**src/rtl/core/qamnp_pkg.sv**
```systemverilog
// Package for the QAM nearest-point demapper: default sizes, register map,
// constellation level codes and per-axis decision codes. No dependencies.
package qamnp_pkg;

   localparam int SAMPLE_WIDTH_DEF = 16;
   localparam int FRAC_BITS_DEF    = 12;

   localparam int CSR_DATA_W = 32;
   localparam int CSR_ADDR_W = 3;
   localparam int REG_IDX_W  = CSR_ADDR_W - 2;
   localparam int INDEX_W    = 4;

   localparam logic [REG_IDX_W-1:0] REG_LEVEL_SELECT = '0;

   typedef enum logic {
      LEVEL_QAM4  = 1'b0,
      LEVEL_QAM16 = 1'b1
   } level_type;

   // In-phase level code, in table order of the 16-QAM points
   localparam logic [1:0] I_P3 = 2'd0;
   localparam logic [1:0] I_P1 = 2'd1;
   localparam logic [1:0] I_M1 = 2'd2;
   localparam logic [1:0] I_M3 = 2'd3;

   // Quadrature code: {negative half, row within half}
   localparam logic [1:0] Q_P3 = 2'b00;
   localparam logic [1:0] Q_P1 = 2'b01;
   localparam logic [1:0] Q_M3 = 2'b10;
   localparam logic [1:0] Q_M1 = 2'b11;

endpackage

```
**src/rtl/core/qam_nearest_point_demapper.sv**
```systemverilog
// QAM nearest-point hard-decision demapper, 4-QAM or 16-QAM.
// Depends on qamnp_pkg.
//
//  channel    ports                                   flow control
//  request    start, busy, req_in_phase, req_quadrature   start while busy low
//  result     rsp_strobe, rsp_point_index             one-cycle strobe, no stall
//  csr        psel, penable, pwrite, paddr, pwdata,   pready tied high
//             prdata, pready
//
// One request per clock. Each request goes through the input register, then
// per-axis threshold decision into the result register. busy stays low.
// Synchronous reset clears the valid bits and level_select.
module qam_nearest_point_demapper #(
   parameter int SAMPLE_WIDTH = qamnp_pkg::SAMPLE_WIDTH_DEF,
   parameter int FRAC_BITS    = qamnp_pkg::FRAC_BITS_DEF
) (
   input  logic                                   clock,
   input  logic                                   reset,
   input  logic                                   start,
   output logic                                   busy,
   input  logic signed [SAMPLE_WIDTH-1:0]         req_in_phase,
   input  logic signed [SAMPLE_WIDTH-1:0]         req_quadrature,
   output logic                                   rsp_strobe,
   output logic [qamnp_pkg::INDEX_W-1:0]          rsp_point_index,
   input  logic                                   psel,
   input  logic                                   penable,
   input  logic                                   pwrite,
   input  logic [qamnp_pkg::CSR_ADDR_W-1:0]       paddr,
   input  logic [qamnp_pkg::CSR_DATA_W-1:0]       pwdata,
   output logic [qamnp_pkg::CSR_DATA_W-1:0]       prdata,
   output logic                                   pready
);
   import qamnp_pkg::*;

   localparam int CmpWidth =
      ((SAMPLE_WIDTH > FRAC_BITS + 2) ? SAMPLE_WIDTH : FRAC_BITS + 2) + 1;
   localparam logic signed [CmpWidth-1:0] TwoScale = CmpWidth'(1) << (FRAC_BITS + 1);
   localparam logic signed [CmpWidth-1:0] NegTwoScale = -TwoScale;

   level_type                     level_ff, level_in;
   logic                          valid1_ff, valid1_in;
   level_type                     level1_ff, level1_in;
   logic signed [SAMPLE_WIDTH-1:0] in_phase_ff, in_phase_in;
   logic signed [SAMPLE_WIDTH-1:0] quadrature_ff, quadrature_in;
   logic                          strobe_ff, strobe_in;
   level_type                     level2_ff, level2_in;
   logic [INDEX_W-1:0]            index_ff, index_in;

   logic                          accept;
   logic                          reg_hit;
   logic signed [CmpWidth-1:0]    ext_i, ext_q;
   logic [1:0]                    code_i, code_q;

   assign busy   = 1'b0;
   assign accept = start && !busy;
   assign pready = 1'b1;

   // configuration
   assign reg_hit = (paddr[CSR_ADDR_W-1:2] == REG_LEVEL_SELECT);

   always_comb begin
      level_in = level_ff;
      if (psel && penable && pwrite && pready && reg_hit) begin
         level_in = level_type'(pwdata[0]);
      end
   end

   always_comb begin
      prdata = '0;
      if (reg_hit) begin
         prdata[0] = level_ff;
      end
   end

   // input register
   assign valid1_in     = accept;
   assign level1_in     = accept ? level_ff : level1_ff;
   assign in_phase_in   = accept ? req_in_phase : in_phase_ff;
   assign quadrature_in = accept ? req_quadrature : quadrature_ff;

   // per-axis decision, ties resolved toward the lower table index
   assign ext_i = signed'({{(CmpWidth-SAMPLE_WIDTH){in_phase_ff[SAMPLE_WIDTH-1]}},
                           in_phase_ff});
   assign ext_q = signed'({{(CmpWidth-SAMPLE_WIDTH){quadrature_ff[SAMPLE_WIDTH-1]}},
                           quadrature_ff});

   always_comb begin
      if (ext_i >= TwoScale) begin
         code_i = I_P3;
      end else if (ext_i >= 0) begin
         code_i = I_P1;
      end else if (ext_i >= NegTwoScale) begin
         code_i = I_M1;
      end else begin
         code_i = I_M3;
      end
   end

   always_comb begin
      if (ext_q >= TwoScale) begin
         code_q = Q_P3;
      end else if (ext_q >= 0) begin
         code_q = Q_P1;
      end else if (ext_q > NegTwoScale) begin
         code_q = Q_M1;
      end else begin
         code_q = Q_M3;
      end
   end

   always_comb begin
      case (level1_ff)
         LEVEL_QAM16: index_in = {code_q[1], code_i, code_q[0]};
         LEVEL_QAM4:  index_in = {2'b00, in_phase_ff[SAMPLE_WIDTH-1],
                                  quadrature_ff[SAMPLE_WIDTH-1]};
         default:     index_in = '0;
      endcase
   end

   assign strobe_in = valid1_ff;
   assign level2_in = level1_ff;

   always_ff @(posedge clock) begin
      if (reset) begin
         level_ff  <= LEVEL_QAM4;
         valid1_ff <= 1'b0;
         strobe_ff <= 1'b0;
      end else begin
         level_ff  <= level_in;
         valid1_ff <= valid1_in;
         strobe_ff <= strobe_in;
      end
   end

   always_ff @(posedge clock) begin
      level1_ff     <= level1_in;
      in_phase_ff   <= in_phase_in;
      quadrature_ff <= quadrature_in;
      level2_ff     <= level2_in;
      index_ff      <= index_in;
   end

   assign rsp_strobe      = strobe_ff;
   assign rsp_point_index = index_ff;

   // checks
   a_strobe_follows_request: assert property (@(posedge clock) disable iff (reset)
      accept |=> ##1 rsp_strobe)
      else $error("request produced no result");

   a_no_spurious_result: assert property (@(posedge clock)
      rsp_strobe |-> $past(accept, 2))
      else $error("result without request");

   a_qam4_quadrant: assert property (@(posedge clock) disable iff (reset)
      rsp_strobe && (level2_ff == LEVEL_QAM4) |->
         (rsp_point_index[3:2] == 2'b00) &&
         (rsp_point_index[1] == $past(req_in_phase[SAMPLE_WIDTH-1], 2)) &&
         (rsp_point_index[0] == $past(req_quadrature[SAMPLE_WIDTH-1], 2)))
      else $error("4-QAM index does not match sample quadrant");

endmodule
```
**config.mk**
```make
export PLATFORM = sky130hd
export DESIGN_NAME = qam_nearest_point_demapper
export DESIGN_NICKNAME = d
export VERILOG_FILES = /design/src/rtl/core/qamnp_pkg.sv /design/src/rtl/core/qam_nearest_point_demapper.sv
export SDC_FILE = /design/constraint.sdc
export NUM_CORES = 1
export LEC_CHECK = 0
export BUFFER_PORTS_ARGS = -buffer_cell sky130_fd_sc_hd__buf_2
export CAP_MARGIN = 0
export CORE_MARGIN = 2
export CORE_UTILIZATION = 37
export CTS_CLUSTER_DIAMETER = 120
export DETAILED_ROUTE_END_ITERATION = 16
export PLACE_DENSITY = 0.82
export SYNTH_ARGS = -nofsm -noshare
export SYNTH_HDL_FRONTEND = slang
export SYNTH_SLANG_ARGS = --single-unit
```
**constraint.sdc**
```tcl
create_clock -name clock -period 3.44 [get_ports clock]
set_input_delay 0.688 -clock clock [delete_from_list [all_inputs] [get_ports clock]]
set_output_delay 0.688 -clock clock [all_outputs]
set_load 0.02 [all_outputs]
```
==> run metrics <==
Top Ports=112; total die area=3512 um^2; average via count per standard cell=4.013; CTS tree=done; area delta synth->final=8.749%; Final Max Tran Viols=0; startpoint types=input pin; non-filler cells, final=151; post-route ant nets=0; H-tree Lvls=1; initial antenna violation count=0; clock-pin slew on the worst setup and hold paths=0.14 ns; Final Power=0.5846 mW; CP max FO=2; fin nets=192; synthesized area=1130 um^2; Final Critical Period=1.730 ns; #FFs+latches synth=27; crit share post-route=0.5030; hold buffer count at cts=0; port buffer count=32; global-route wire length before repair=2021 um; final clock skew=0.01364 ns; Placeable Area=2978 um^2; slowest stage delay, CP=0.17 ns; Clk Tree Root Cell=clkbuf_4; hold path startpoint=in_phase_ff[14]; most common cell type on the critical path=buf_2; Max stage delay cell, worst path=buf_2; Post-CTS Resized=0; synthesized area per cell=13.45 um^2; count of cell types in the netlist=19; GRT Util Overall=0.07862; reg2reg start=quadrature_ff[15]; TNS Setup=0 ns; CP required=2.75 ns; WL/cell=8.391 um; Power Density=475.8 nW/um^2; row count=20; post-layout util=0.4126; die width=59.26 um; cells taking the most area after synthesis=edfxtp_1 53%, buf_4 22%, dfxtp_1 12%; Hold Path Class=register to register; max cap viols=0; CP endpoint=prdata[0]; Skew-Pair Late Insertion Delay=0.32 ns; RSZ-0062 raised after global routing=false; maximum vdd drop=0.2449 mV; vias in the first global route=504; HPWL after detailed placement=1047 um; CP startpoint=paddr[2]; CP Cell Sequence=buf_2 -> nor2b_1 -> buf_2; routed via count=606; ant diodes=0; Post-CTS Setup Repair Bufs=0; largest net degree at the start of global routing=22; Reg2Reg Depth=3; slack of the critical path=1.710 ns; Critical R2R Capture=rsp_point_index[0]; top cell type's share of synthesized area=0.5316; M2 GR Usage=0.1366; Place WS=1.709 ns; met1 usage=0.08322; Final GP Congestion=0.6450; most crowded layer after global routing=met2; Fmax achieved=578.0 MHz; # clock sinks=27; Inst Count DP=147; final hold vios=0; CTS Buf Count=3; YS warnings=0; arrival time worst endpoint=1.04 ns; Die Span Y=59.26 um; first drt pass iteration count=2; Routed WL=1267 um; overflow left after global routing=0; top cell type by total area after synthesis=edfxtp_1; share of layout cells above drive strength 1=0.3220; Initial Util=0.3794; crit path kind=input pin to output port; final setup vio count=0; M3 GR Usage=0.02183; flop-to-flop setup slack=2.21 ns; sequential fraction of the synthesis area=0.6556; Initial DRC Count=3; Static Leak=0.5673 nW; DRC viols=0; Post-Synthesis Cells=84; Clock Path Buffers=2; crit end category=output port; status=finished, final reports clean
through the flow:
step | area (um^2) | hold slack, ns
final | 1229 | 0.4718
after global routing | 1229 | 0.4901
after CTS | 1229 | 0.4698
after detailed placement | 1200 | 0.4446
after global placement | 1200 | 0.4168
after floorplan | 1246 | 0.4138
worst min-delay path by stage:
stage / to / slack (ns) / cells after the start
5_1_grt: rsp_point_index[1] / 0.49 / 1
4_1_cts: rsp_point_index[1] / 0.47 / 1
3_3_place_gp: rsp_point_index[1] / 0.42 / 1
2_1_floorplan: rsp_strobe / 0.41 / 1
3_5_place_dp: level1_ff / 0.44 / 0
6_report: rsp_point_index[1] / 0.47 / 1
state kept, by name (all words and copies together), names as in the netlist:
signal and count:
quadrature_ff 16, rsp_point_index 4, in_phase_ff 3, level1_ff 1
level_ff 1, rsp_strobe 1, strobe_in 1
area by class of cell:
type	instances	area [um^2]
fillers	268	1749
clock buffers	3	22.52
multi-input cells	53	250.2
inverters	2	7.507
flip-flops and latches	27	740.7
clock inverters	1	6.256
well taps	33	41.29
repair buffers	32	160.2
per-layer routing:
layer	vias up	wire [um]
met5	-	0
met4	0	0
met3	0	168
met2	53	649
met1	264	450
li1	289	-
critical path: cells and delay by family:
family	cells	cell delay, ns
simple gates	1	0.09
buf+inv	2	0.27
power breakdown:
part	total [mW]	switching (mW)	internal, mW
clock network	0.132	0.0873	0.0452
logic	0.0692	0.0506	0.0186
registers	0.383	0.00780	0.375
cell families after synthesis:
| logic type | count (synthesis) | share of synthesized area |
|---|---|---|
| flip-flops | 27 | 0.6556 |
| other | 2 | 0.006647 |
| buffers and inverters | 35 | 0.2259 |
| multiplexers | 1 | 0.008860 |
| AND/OR/NAND/NOR | 15 | 0.07975 |
| AO/OA/AOI/OAI | 4 | 0.02325 |
cell usage in the layout (no fill, tap or decap), drive strengths merged:
| cell type | count |
|---|---|
| buf | 32 |
| dfxtp | 7 |
| conb | 33 |
| nand4 | 1 |
| nand4b | 1 |
| or4b | 1 |
| nor2b | 3 |
| nand2 | 2 |
| nor2 | 2 |
| a41o | 1 |
| clkbuf | 3 |
| nor3 | 1 |
| inv | 3 |
| and2 | 2 |
| nor4 | 2 |
| a21oi | 1 |
| edfxtp | 20 |
| o21ai | 2 |
| mux2i | 1 |
cells in the mapped netlist:
cell      instances
a21oi_1           1
and2_2            1
dfxtp_1           7
nor2_1            2
and2_1            1
a41o_2            1
or4b_1            1
nand4b_1          1
mux2i_1           1
inv_1             2
nor4_1            2
nand2_1           2
buf_4            33
nand4_1           1
edfxtp_1         20
conb_1            2
nor2b_1           3
o21ai_0           2
nor3_1            1
(Power assumes the default switching activity.)
